### src/design/binary_to_decimal_ascii_defines.svh
// assertion macros for the top-level design file
`ifndef BINARY_TO_DECIMAL_ASCII_DEFINES_SVH
`define BINARY_TO_DECIMAL_ASCII_DEFINES_SVH

// property checked on every rising clk edge, off while arst_n is low
`define B2DA_ASSERT(label, prop, msg) \
	label: assert property (@(posedge clk) disable iff (!arst_n) prop) else $error(msg);

// condition that must never hold
`define B2DA_ASSERT_NEVER(label, cond, msg) \
	`B2DA_ASSERT(label, !(cond), msg)

`endif

### src/design/b2da_pkg.sv
`timescale 1ns / 1ps

package b2da_pkg;

	localparam int VALUE_W    = 31;
	localparam int MIN_W      = 5;
	localparam int CHAR_W     = 8;
	localparam int CNT_W      = 5;
	localparam int IDX_W      = 5;
	localparam int MAX_DIGITS = 16;
	localparam int BCD_DIGITS = 10;
	localparam int BCD_W      = 4 * BCD_DIGITS;
	localparam int STEP_W     = $clog2(VALUE_W);

	localparam logic [CHAR_W-1:0] ASCII_ZERO = 8'h30;
	localparam logic [CHAR_W-1:0] ASCII_NUL  = 8'h00;

	typedef struct packed {
		logic             load;
		logic [BCD_W-1:0] bcd;
		logic [MIN_W-1:0] pad;
	} emit_req_t;

endpackage

### src/design/b2da_if.sv
`timescale 1ns / 1ps

interface b2da_in_if;
	import b2da_pkg::*;

	logic               valid;
	logic               ready;
	logic [VALUE_W-1:0] value;
	logic [MIN_W-1:0]   min_digits;

	modport source (output valid, output value, output min_digits, input ready);
	modport sink (input valid, input value, input min_digits, output ready);
endinterface

interface b2da_out_if;
	import b2da_pkg::*;

	logic              valid;
	logic              ready;
	logic [CHAR_W-1:0] char_out;
	logic              last;
	logic [CNT_W-1:0]  digit_count;

	modport source (output valid, output char_out, output last, output digit_count,
		input ready);
	modport sink (input valid, input char_out, input last, input digit_count,
		output ready);
endinterface

### src/design/b2da_dabble.sv
`timescale 1ns / 1ps

module b2da_dabble (
	input  logic                         clk,
	input  logic                         arst_n,
	input  logic                         start,
	input  logic [b2da_pkg::VALUE_W-1:0] value,
	output logic [b2da_pkg::BCD_W-1:0]   bcd,
	output logic                         done
);
	import b2da_pkg::*;

	logic [VALUE_W-1:0] val_q;
	logic [BCD_W-1:0]   bcd_q;
	logic [BCD_W-1:0]   adj;
	logic [STEP_W-1:0]  step_q;
	logic               busy_q;
	logic               done_q;

	// add-3 correction on every bcd digit before the shift
	always_comb begin
		for (int i = 0; i < BCD_DIGITS; i++) begin
			if (bcd_q[4*i +: 4] >= 4'd5) begin
				adj[4*i +: 4] = bcd_q[4*i +: 4] + 4'd3;
			end else begin
				adj[4*i +: 4] = bcd_q[4*i +: 4];
			end
		end
	end

	always_ff @(posedge clk or negedge arst_n) begin
		if (!arst_n) begin
			busy_q <= 1'b0;
			done_q <= 1'b0;
			step_q <= '0;
		end else begin
			done_q <= 1'b0;
			if (start) begin
				busy_q <= 1'b1;
				step_q <= '0;
			end else if (busy_q) begin
				step_q <= step_q + 1'b1;
				if (step_q == STEP_W'(VALUE_W - 1)) begin
					busy_q <= 1'b0;
					done_q <= 1'b1;
				end
			end
		end
	end

	always_ff @(posedge clk) begin
		if (start) begin
			val_q <= value;
			bcd_q <= '0;
		end else if (busy_q) begin
			val_q <= {val_q[VALUE_W-2:0], 1'b0};
			bcd_q <= {adj[BCD_W-2:0], val_q[VALUE_W-1]};
		end
	end

	assign bcd  = bcd_q;
	assign done = done_q;

endmodule

### src/design/b2da_emit.sv
`timescale 1ns / 1ps

module b2da_emit (
	input  logic                clk,
	input  logic                arst_n,
	input  b2da_pkg::emit_req_t req,
	b2da_out_if.source          dout,
	output logic                done
);
	import b2da_pkg::*;

	logic [BCD_W-1:0]  bcd_q;
	logic [MIN_W-1:0]  pad_q;
	logic [IDX_W-1:0]  idx_q;
	logic [CNT_W-1:0]  count_q;
	logic              started_q;
	logic              scan_q;
	logic              term_q;
	logic              ovalid_q;
	logic [CHAR_W-1:0] char_q;
	logic              last_q;
	logic [CNT_W-1:0]  cnt_q;

	logic              adv;
	logic              in_bcd;
	logic [3:0]        dig;
	logic              emit;

	assign adv    = !ovalid_q || dout.ready;
	assign in_bcd = idx_q < IDX_W'(BCD_DIGITS);
	assign dig    = in_bcd ? bcd_q[BCD_W-1 -: 4] : 4'd0;
	assign emit   = started_q || (idx_q < pad_q) || (dig != 4'd0);

	always_ff @(posedge clk or negedge arst_n) begin
		if (!arst_n) begin
			scan_q    <= 1'b0;
			term_q    <= 1'b0;
			ovalid_q  <= 1'b0;
			started_q <= 1'b0;
		end else begin
			if (req.load) begin
				scan_q    <= 1'b1;
				term_q    <= 1'b0;
				started_q <= 1'b0;
			end else if (scan_q && adv) begin
				ovalid_q <= emit;
				if (emit) begin
					started_q <= 1'b1;
				end
				if (idx_q == '0) begin
					scan_q <= 1'b0;
					term_q <= 1'b1;
				end
			end else if (term_q && adv) begin
				ovalid_q <= 1'b1;
				term_q   <= 1'b0;
			end else if (ovalid_q && dout.ready) begin
				ovalid_q <= 1'b0;
			end
		end
	end

	always_ff @(posedge clk) begin
		if (req.load) begin
			bcd_q   <= req.bcd;
			pad_q   <= req.pad;
			count_q <= '0;
			if (req.pad > IDX_W'(BCD_DIGITS)) begin
				idx_q <= req.pad - 1'b1;
			end else begin
				idx_q <= IDX_W'(BCD_DIGITS - 1);
			end
		end else if (scan_q && adv) begin
			if (emit) begin
				char_q <= ASCII_ZERO + {4'd0, dig};
				last_q <= 1'b0;
				cnt_q  <= '0;
				if (!started_q) begin
					count_q <= idx_q + 1'b1;
				end
			end
			if (in_bcd) begin
				bcd_q <= {bcd_q[BCD_W-5:0], 4'd0};
			end
			if (idx_q != '0) begin
				idx_q <= idx_q - 1'b1;
			end
		end else if (term_q && adv) begin
			char_q <= ASCII_NUL;
			last_q <= 1'b1;
			cnt_q  <= count_q;
		end
	end

	assign dout.valid       = ovalid_q;
	assign dout.char_out    = char_q;
	assign dout.last        = last_q;
	assign dout.digit_count = cnt_q;
	assign done             = ovalid_q && dout.ready && last_q;

endmodule

### src/design/binary_to_decimal_ascii.sv
// Converts a 31-bit unsigned value to decimal ASCII text, most significant digit first,
// left-padded with '0' up to min_digits (saturated at MAX_DIGITS), then a NUL beat with
// last set that carries the digit count. One item is in flight at a time: after the
// input beat, a double-dabble shifter converts the value to BCD, then a digit scanner
// walks max(10, padded count) positions and then emits the NUL, holding while the
// output is stalled. The next input beat is taken once the NUL beat has been taken.
`timescale 1ns / 1ps
`include "binary_to_decimal_ascii_defines.svh"

module binary_to_decimal_ascii (
	input  logic       clk,
	input  logic       arst_n,
	b2da_in_if.sink    din,
	b2da_out_if.source dout
);
	import b2da_pkg::*;

	localparam logic [1:0] ST_IDLE = 2'd0;
	localparam logic [1:0] ST_CONV = 2'd1;
	localparam logic [1:0] ST_EMIT = 2'd2;

	logic [1:0]       state_q;
	logic [MIN_W-1:0] pad_q;
	logic             accept;
	logic [BCD_W-1:0] dab_bcd;
	logic             dab_done;
	logic             emit_done;
	emit_req_t        req;

	assign din.ready = (state_q == ST_IDLE);
	assign accept    = din.valid && din.ready;

	always_ff @(posedge clk or negedge arst_n) begin
		if (!arst_n) begin
			state_q <= ST_IDLE;
		end else begin
			case (state_q)
				ST_IDLE: begin
					if (accept) begin
						state_q <= ST_CONV;
					end
				end
				ST_CONV: begin
					if (dab_done) begin
						state_q <= ST_EMIT;
					end
				end
				ST_EMIT: begin
					if (emit_done) begin
						state_q <= ST_IDLE;
					end
				end
				default: begin
					state_q <= ST_IDLE;
				end
			endcase
		end
	end

	// saturate the minimum digit count
	always_ff @(posedge clk) begin
		if (accept) begin
			if ({1'b0, din.min_digits} > (MIN_W + 1)'(MAX_DIGITS)) begin
				pad_q <= MIN_W'(MAX_DIGITS);
			end else begin
				pad_q <= din.min_digits;
			end
		end
	end

	b2da_dabble u_dabble (
		.clk    (clk),
		.arst_n (arst_n),
		.start  (accept),
		.value  (din.value),
		.bcd    (dab_bcd),
		.done   (dab_done)
	);

	assign req.load = dab_done;
	assign req.bcd  = dab_bcd;
	assign req.pad  = pad_q;

	b2da_emit u_emit (
		.clk    (clk),
		.arst_n (arst_n),
		.req    (req),
		.dout   (dout),
		.done   (emit_done)
	);

	`B2DA_ASSERT(a_out_only_emit, dout.valid |-> state_q == ST_EMIT, "output beat outside emit")
	`B2DA_ASSERT_NEVER(a_ready_while_out, din.ready && dout.valid, "input ready with output pending")
	`B2DA_ASSERT(a_accept_conv, accept |=> state_q == ST_CONV, "accepted beat did not start conversion")
	`B2DA_ASSERT(a_term_nul, dout.valid && dout.last |-> dout.char_out == ASCII_NUL, "last beat not NUL")
	`B2DA_ASSERT(a_digit_zero_cnt, dout.valid && !dout.last |-> dout.digit_count == '0, "digit beat with count")

endmodule

### src/flat_wrapper.sv
// flat-port wrapper written by rule: the top's interface ports become plain ports
module binary_to_decimal_ascii_flat import b2da_pkg::*;
  (clk, arst_n, din_valid, din_value, din_min_digits, din_ready, dout_valid, dout_char_out, dout_last, dout_digit_count, dout_ready);
  b2da_in_if din_i ();
  b2da_out_if dout_i ();
  input  logic clk;
  input  logic arst_n;
  input wire logic [$bits(din_i.valid)-1:0] din_valid;
  input wire logic [$bits(din_i.value)-1:0] din_value;
  input wire logic [$bits(din_i.min_digits)-1:0] din_min_digits;
  output wire logic [$bits(din_i.ready)-1:0] din_ready;
  output wire logic [$bits(dout_i.valid)-1:0] dout_valid;
  output wire logic [$bits(dout_i.char_out)-1:0] dout_char_out;
  output wire logic [$bits(dout_i.last)-1:0] dout_last;
  output wire logic [$bits(dout_i.digit_count)-1:0] dout_digit_count;
  input wire logic [$bits(dout_i.ready)-1:0] dout_ready;
  assign din_i.valid = din_valid;
  assign din_i.value = din_value;
  assign din_i.min_digits = din_min_digits;
  assign din_ready = din_i.ready;
  assign dout_valid = dout_i.valid;
  assign dout_char_out = dout_i.char_out;
  assign dout_last = dout_i.last;
  assign dout_digit_count = dout_i.digit_count;
  assign dout_i.ready = dout_ready;
  binary_to_decimal_ascii u_core (.clk(clk), .arst_n(arst_n), .din(din_i), .dout(dout_i));
endmodule
### config.mk
export PLATFORM = sky130hd
export DESIGN_NAME = binary_to_decimal_ascii_flat
export DESIGN_NICKNAME = d
export VERILOG_FILES = /design/src/design/b2da_pkg.sv /design/src/design/b2da_if.sv /design/src/design/b2da_dabble.sv /design/src/design/b2da_emit.sv /design/src/design/binary_to_decimal_ascii.sv /design/src/flat_wrapper.sv
export VERILOG_INCLUDE_DIRS = /design/src /design/src/design
export SDC_FILE = /design/constraint.sdc
export NUM_CORES = 1
export LEC_CHECK = 0
export ABC_AREA = 1
export BUFFER_PORTS_ARGS = -buffer_cell sky130_fd_sc_hd__buf_4
export CAP_MARGIN = 15
export CORE_MARGIN = 3
export CORE_UTILIZATION = 45
export DETAILED_ROUTE_END_ITERATION = 12
export HOLD_SLACK_MARGIN = 0.03
export PLACE_DENSITY = 0.72
export SETUP_SLACK_MARGIN = 0.4
export SKIP_CTS_REPAIR_TIMING = 1
export SKIP_LAST_GASP = 1
export SLEW_MARGIN = 40
export SYNTH_ARGS = -nofsm -noshare
export SYNTH_HDL_FRONTEND = slang
export SYNTH_SLANG_ARGS = --single-unit
### constraint.sdc
create_clock -name clk -period 2.6 [get_ports clk]
set_clock_uncertainty 0.2 [all_clocks]
set_input_delay 0.26 -clock clk [delete_from_list [all_inputs] [get_ports clk]]
set_output_delay 0.26 -clock clk [all_outputs]
set_load 0.01 [all_outputs]
### Yosys cells after proc, flatten, opt, wreduce, memory -nomap -nowiden

Cells that the tools add are included.
W data, S select, Z words.

| storage, ports and cells | value |
|---|---|
| register bits after elaboration | 158 |
| input bits | 40 |
| output and inout bits | 16 |

| cells by class | value |
|---|---|
| add/subtract/negate cells | 15 |
| magnitude comparators | 14 |
| eq/ne operators | 8 |
| mux-type cells | 54 |
| bitwise logic cells | 2 |
| reduce and logical (&&, ||, !) cells | 31 |

Operator list:

| cell | number |
|---|---|
| $mux W40 | 3 |
| $mux W31 | 2 |
| $mux W5 | 9 |
| $ge A4 B3 Y1 const B | 10 |
| $mux W4 | 10 |
| $add A4 B2 Y4 const B | 9 |
| $mux W8 | 3 |
| $mux W1 | 22 |
| $reduce_bool A2 Y1 | 7 |
| $reduce_and A2 Y1 | 6 |
| $add A5 B1 Y5 const B | 2 |
| $sub A5 B1 Y5 const B | 2 |
| $reduce_and A3 Y1 | 3 |
| $add A6 B4 Y7 const A | 1 |
| $mux W2 | 3 |
| $ne A2 B2 Y1 const B | 3 |
| $pmux W2 S3 | 1 |
| $reduce_bool A3 Y1 | 2 |
| $eq A5 B5 Y1 const B | 1 |
| $gt A5 B4 Y1 const B | 1 |
| $gt A5 B5 Y1 const B | 1 |
| $logic_and A1 B1 Y1 | 5 |
| $logic_not A5 Y1 | 1 |
| $lt A5 B4 Y1 const B | 1 |
| 13 further kinds | 16 |

### Longest topological paths before layout

| depth | value |
|---|---|
| word-level depth | 7 |
| depth in mapped cells | 11 |
| gate-level depth less buffers | 11 |

### Modules after synthesis

Synthesis repeated with hierarchy kept, for this count alone.

| unflattened totals | value |
|---|---|
| cells, all modules | 894 |
| area total of the unflattened synthesis | 7502.2 um2 |

Modules (own cells, without submodules):

| module | instances | cells each | area an instance (um2) | seq. area each (um2) |
|---|---|---|---|---|
| b2da_dabble | 1 | 526 | 3928.8 | 1906.8 |
| b2da_emit | 1 | 338 | 3274.4 | 2031.9 |
| binary_to_decimal_ascii | 1 | 30 | 299.0 | 200.2 |

### Worst setup path after synthesis

No wires, ideal clock.

| path | value |
|---|---|
| kind | reg2reg |
| start point | register u_core.u_dabble.done_q, in the netlist u_core.u_dabble.done |
| end point | register u_core.u_emit.bcd_q[0], enable pin |
| arrival | 1.881 ns |
| required time | 2.002 ns |
| slack | 0.121 ns |
| stages on the path, launching flop included | 5 |
| path buffers | 2 |
| period minus slack after synthesis | 2.479 ns |
| cell sequence | dfrtp_1 clkinv_1 buf_2 buf_2 nand2_1 |

| between the ends | value |
|---|---|
| word-level cells in the longest chain between the ends | 2 |
| elaborated cells between the ends (all ways) | 3 |
| classes of those cells | 3 x reduce/logical |

RTL lines:

| what | line | source |
|---|---|---|
| from (decl) | b2da_dabble.sv:18 | `logic done_q;` |
| from (signal assigned) | b2da_dabble.sv:34 | `done_q <= 1'b0;` |
| from (signal assigned) | b2da_dabble.sv:37 | `done_q <= 1'b0;` |
| from (signal assigned) | b2da_dabble.sv:45 | `done_q <= 1'b1;` |
| $reduce_bool A2 Y1 (no source line) | n/a |  |
| $reduce_and A2 Y1 (no source line) (*) | n/a |  |
| to (signal assigned) | b2da_emit.sv:65 | `bcd_q <= req.bcd;` |
| to (signal assigned) | b2da_emit.sv:83 | `bcd_q <= {bcd_q[BCD_W-5:0], 4'd0};` |
| to (decl) | b2da_emit.sv:12 | `logic [BCD_W-1:0] bcd_q;` |

Mark *: on every way between the ends. The rest lies on a longest branch, timed or not.
A chain may end at the register's enable or synchronous reset.

### Final worst setup path

| path | value |
|---|---|
| start point | register u_core.state_q[0] |
| end point | register u_core.u_dabble.val_q[16], enable pin |

| between the ends | value |
|---|---|
| word-level cells in the longest chain between the ends | 3 |

RTL lines:

| what | line | source |
|---|---|---|
| from (decl) | binary_to_decimal_ascii.sv:22 | `logic [1:0] state_q;` |
| from (signal assigned) | binary_to_decimal_ascii.sv:35 | `state_q <= ST_IDLE;` |
| from (signal assigned) | binary_to_decimal_ascii.sv:40 | `state_q <= ST_CONV;` |
| from (signal assigned) | binary_to_decimal_ascii.sv:45 | `state_q <= ST_EMIT;` |
| $logic_not A2 Y1 | binary_to_decimal_ascii.sv:30 | `assign din.ready = (state_q == ST_IDLE);` |
| $logic_and A1 B1 Y1 | binary_to_decimal_ascii.sv:31 | `assign accept = din.valid && din.ready;` |
| $reduce_bool A2 Y1 (no source line) | n/a |  |
| to (signal assigned) | b2da_dabble.sv:53 | `val_q <= value;` |
| to (signal assigned) | b2da_dabble.sv:56 | `val_q <= {val_q[VALUE_W-2:0], 1'b0};` |
| to (decl) | b2da_dabble.sv:13 | `logic [VALUE_W-1:0] val_q;` |

Every way passes these cells.

==> metrics.md <==
| Metric | Value |
|---|---|
| PwrDens | `1190 mW/mm^2` |
| Minimum clock period | `2.09 ns` |
| # clock sinks | `155` |
| Vias | `5,388` |
| Setup violations, final | `0` |
| WP depth | `6` |
| Global-route wire length before repair | `22,200 um` |
| Vias in the first global route | `4,900` |
| Total wire length | `14,100 um` |
| Worst setup path class | `flop to flop` |
| Reg2reg end | `u_core.u_dabble.val_q[16]$_DFFE_PP_` |
| Synth warnings | `0` |
| Die footprint | `0.0176 sq mm` |
| Slowest-stage cell, CP | `dfrtp_1` |
| Antenna cells | `0` |
| Post-synthesis average cell area | `9.48 sq um` |
| Crit path launch type | `flop` |
| CTS tree | `yes` |
| Antenna Violating Nets Remaining | `0` |
| Maximum vdd drop | `597 uV` |
| FFs w/ async S/R, synth | `0.0839` |
| Leakage | `0.00399 uW` |
| # rows | `45` |
| Top_reg_cell synth | `edfxtp_1` |
| Status | `complete, no violations` |
| # IOs | `56` |
| Nets | `930` |
| Largest stage delay on the critical path | `0.43 ns` |
| R2r setup slk | `0.51 ns` |
| Routed WL per cell | `13.0 um` |
| P&R area growth vs syn | `23.7%` |
| Crit end category | `flop` |
| Max clock buf depth | `2` |
| Seq cells post-synth | `155` |
| H-tree depth | `4` |
| R2R depth | `6` |
| RSZ-0062 raised after global routing | `false` |
| Post-route DRC | `0` |
| Clk_lat worst skew | `0.42 ns` |
| CP Cell Sequence | `nor2_4, nand2_8, inv_6, nor2_4, clkinv_2, buf_12` |
| Critical path capture point | `u_core.u_dabble.val_q[16]$_DFFE_PP_` |
| Clk root buf | `clkbuf_16` |
| Initial antenna violation count | `0` |
| Top cell type's share of synthesized area | `0.404` |
| Initial Util | `0.468` |
| IO Port Bufs | `53` |
| Max-cap viol count | `0` |
| Yosys top cell by area | `edfxtp_1` |
| Synth area leaders | `edfxtp_1 (40%), dfxtp_1 (12%), nand2_1 (9.2%)` |
| Hpwl dp | `8810 um` |
| GP Congestion | `0.786` |
| Vias per cell | `4.98` |
| GRT Residual Overflow | `0` |
| Number of DRC markers in iteration 0 | `371` |
| WP data arrival | `2.01 ns` |
| Top cells by count, synth | `nand2_1 (177), edfxtp_1 (97), inv_1 (95), o21ai_0 (89), dfxtp_1 (45)` |
| CP Launch Point | `u_core.state_q[0]$_DFFE_PN0P_` |
| Crit Path Max Fanout | `36` |
| Final hold violation count | `0` |
| Netlist cell types | `38` |
| Post-synth EDFFs | `97` |
| Final Cycle Share | `0.805` |
| Register area share after synthesis | `0.574` |
| Initial DRT Pass Iterations | `5` |
| Pins Over Slew Limit | `0` |
| Die span in x | `133 um` |
| Hold WC Path Type | `input port to flop` |
| CP required | `2.52 ns` |
| Crit path buf inv count | `3` |
| Total GRT Usage | `0.153` |
| Most frequent cell after synthesis | `nand2_1` |
| Mapped Cells | `761` |
| Final Power | `10,600 uW` |
| Num CTS Buffers | `17` |
| Fmax | `0.478 GHz` |
| Sum of negative setup slack | `0 ns` |
| Pin count of the biggest net entering global routing | `50` |
| Largest delay share family, worst path | `buffers and inverters` |
| Fraction of layout cells with a size suffix above 1 | `0.138` |
| FF-to-FF Start | `u_core.state_q[0]$_DFFE_PN0P_` |
| Core Area | `0.0154 sq mm` |
| Mapped cell area | `0.00722 sq mm` |
| Die Y | `133 um` |
| Clock transition at path regs | `0.06 ns` |
| CP most frequent cell | `nor2_4` |
[tightest hold or removal path: cells and delay by family]
family / cells / cell delay [ns]
AND/OR/NAND/NOR: 2 / 0.27
buffers and inverters: 1 / 0.12
[per-layer routing]
| layer | routed length [um] | track usage | share of wire | up-vias |
|---|---|---|---|---|
| met2 | 6820 | 0.250 | 0.48 | 112 |
| met5 | 0 | 0 | 0 | - |
| met1 | 6520 | 0.200 | 0.46 | 2512 |
| li1 | - | - | - | 2740 |
| met3 | 570 | 0.0342 | 0.040 | 24 |
| met4 | 218 | 0.0560 | 0.015 | 0 |
[state kept, by name (all words and copies together) (netlist names)]
signal	cells
u_core.u_emit.dout.digit_count	5
u_core.u_emit.dout.char_out	5
u_core.u_emit.started_q	1
u_core.u_emit.count_q	5
u_core.u_emit.idx_q	5
u_core.u_emit.scan_q	1
u_core.u_dabble.busy_q	1
u_core.state_q	2
u_core.u_emit.bcd_q	40
u_core.u_emit.dout.last	1
u_core.u_dabble.step_q	5
u_core.pad_q	5
u_core.u_emit.dout.valid	1
u_core.u_emit.term_q	1
u_core.u_dabble.done	1
u_core.u_emit.pad_q	5
u_core.u_dabble.val_q	31
u_core.u_dabble.bcd	40
[power breakdown]
group          switching, uW  internal, uW  leakage (uW)
clock network            978          1510      0.000279
registers                509          3930       0.00149
logic                   2220          1450       0.00222
[per-stage QoR]
step	utilization	worst slack [ns]	instances	hold WS, ns	cell area (sq um)
after floorplan	-	0.498	762	-0.236	7220
after global placement	0.509	0.386	1005	-0.0780	7850
after detailed placement	0.509	0.336	1005	-0.0768	7850
after CTS	0.547	0.280	1037	-0.523	8440
after global routing	0.578	0.389	1083	0.0850	8920
final	0.578	0.508	1083	0.0621	8920
[final cells by class]
type / count / area, sq um
clock buffer: 17 / 425
multi-input combinational: 474 / 2570
fill: 1293 / 6500
sequential: 155 / 4140
clock inverter: 15 / 171
inverter: 101 / 389
timing repair inverter: 1 / 7.51
timing repair buffer: 109 / 956
tap: 211 / 264
[layout by cell type, fill, tap and decap left out, types with 2 or more instances in the layout]
master and count:
a21oi_1 36, a21oi_2 4, buf_12 3, buf_4 66, bufinv_16 3, clkbuf_16 17, clkinv_1 3, clkinv_2 2
clkinvlp_4 6, conb_1 2, dfrtp_1 13, dfxtp_1 45, dlygate4sd3_1 40, edfxtp_1 97, ha_1 30, inv_1 94
inv_2 4, inv_6 4, nand2_1 175, nand2_4 2, nand3_1 31, nand3_2 2, nand4_1 2, nor2_1 31
nor2_4 3, nor3_1 2, o211ai_1 4, o21ai_0 89, o21ai_1 10, o22ai_1 16, o31ai_1 12, xnor2_1 2
xor2_1 12
[logic make-up (layout without fill, tap and decap cells)]
| family | after synthesis | in the layout | share of synthesized area |
|---|---|---|---|
| AOI/OAI and AO/OA | 176 | 176 | 0.136 |
| xor gates and xnor gates | 14 | 14 | 0.0170 |
| adders and majority gates | 31 | 31 | 0.0538 |
| buffers and inverters | 133 | 243 | 0.0751 |
| DFF | 155 | 155 | 0.574 |
| other | 1 | 2 | 0.000520 |
| and+or+nand+nor | 251 | 251 | 0.144 |
[how the worst min path moves through the flow]
stage | from | endpoint | slack [ns] | cells after the start
floorplan | arst_n | u_core.state_q[0]$_DFFE_PN0P_ | -0.24 | 0
global placement | arst_n | u_core.u_emit.dout.valid$_DFFE_PN0P_ | -0.08 | 1
detailed placement | arst_n | u_core.u_emit.term_q$_DFFE_PN0P_ | -0.08 | 1
CTS | arst_n | u_core.u_dabble.step_q[0]$_DFFE_PN0P_ | -0.52 | 1
global route | din_valid | u_core.state_q[0]$_DFFE_PN0P_ | 0.09 | 3
finish | din_valid | u_core.state_q[0]$_DFFE_PN0P_ | 0.06 | 3
No activity file was read; power rests on OpenSTA's default activity.
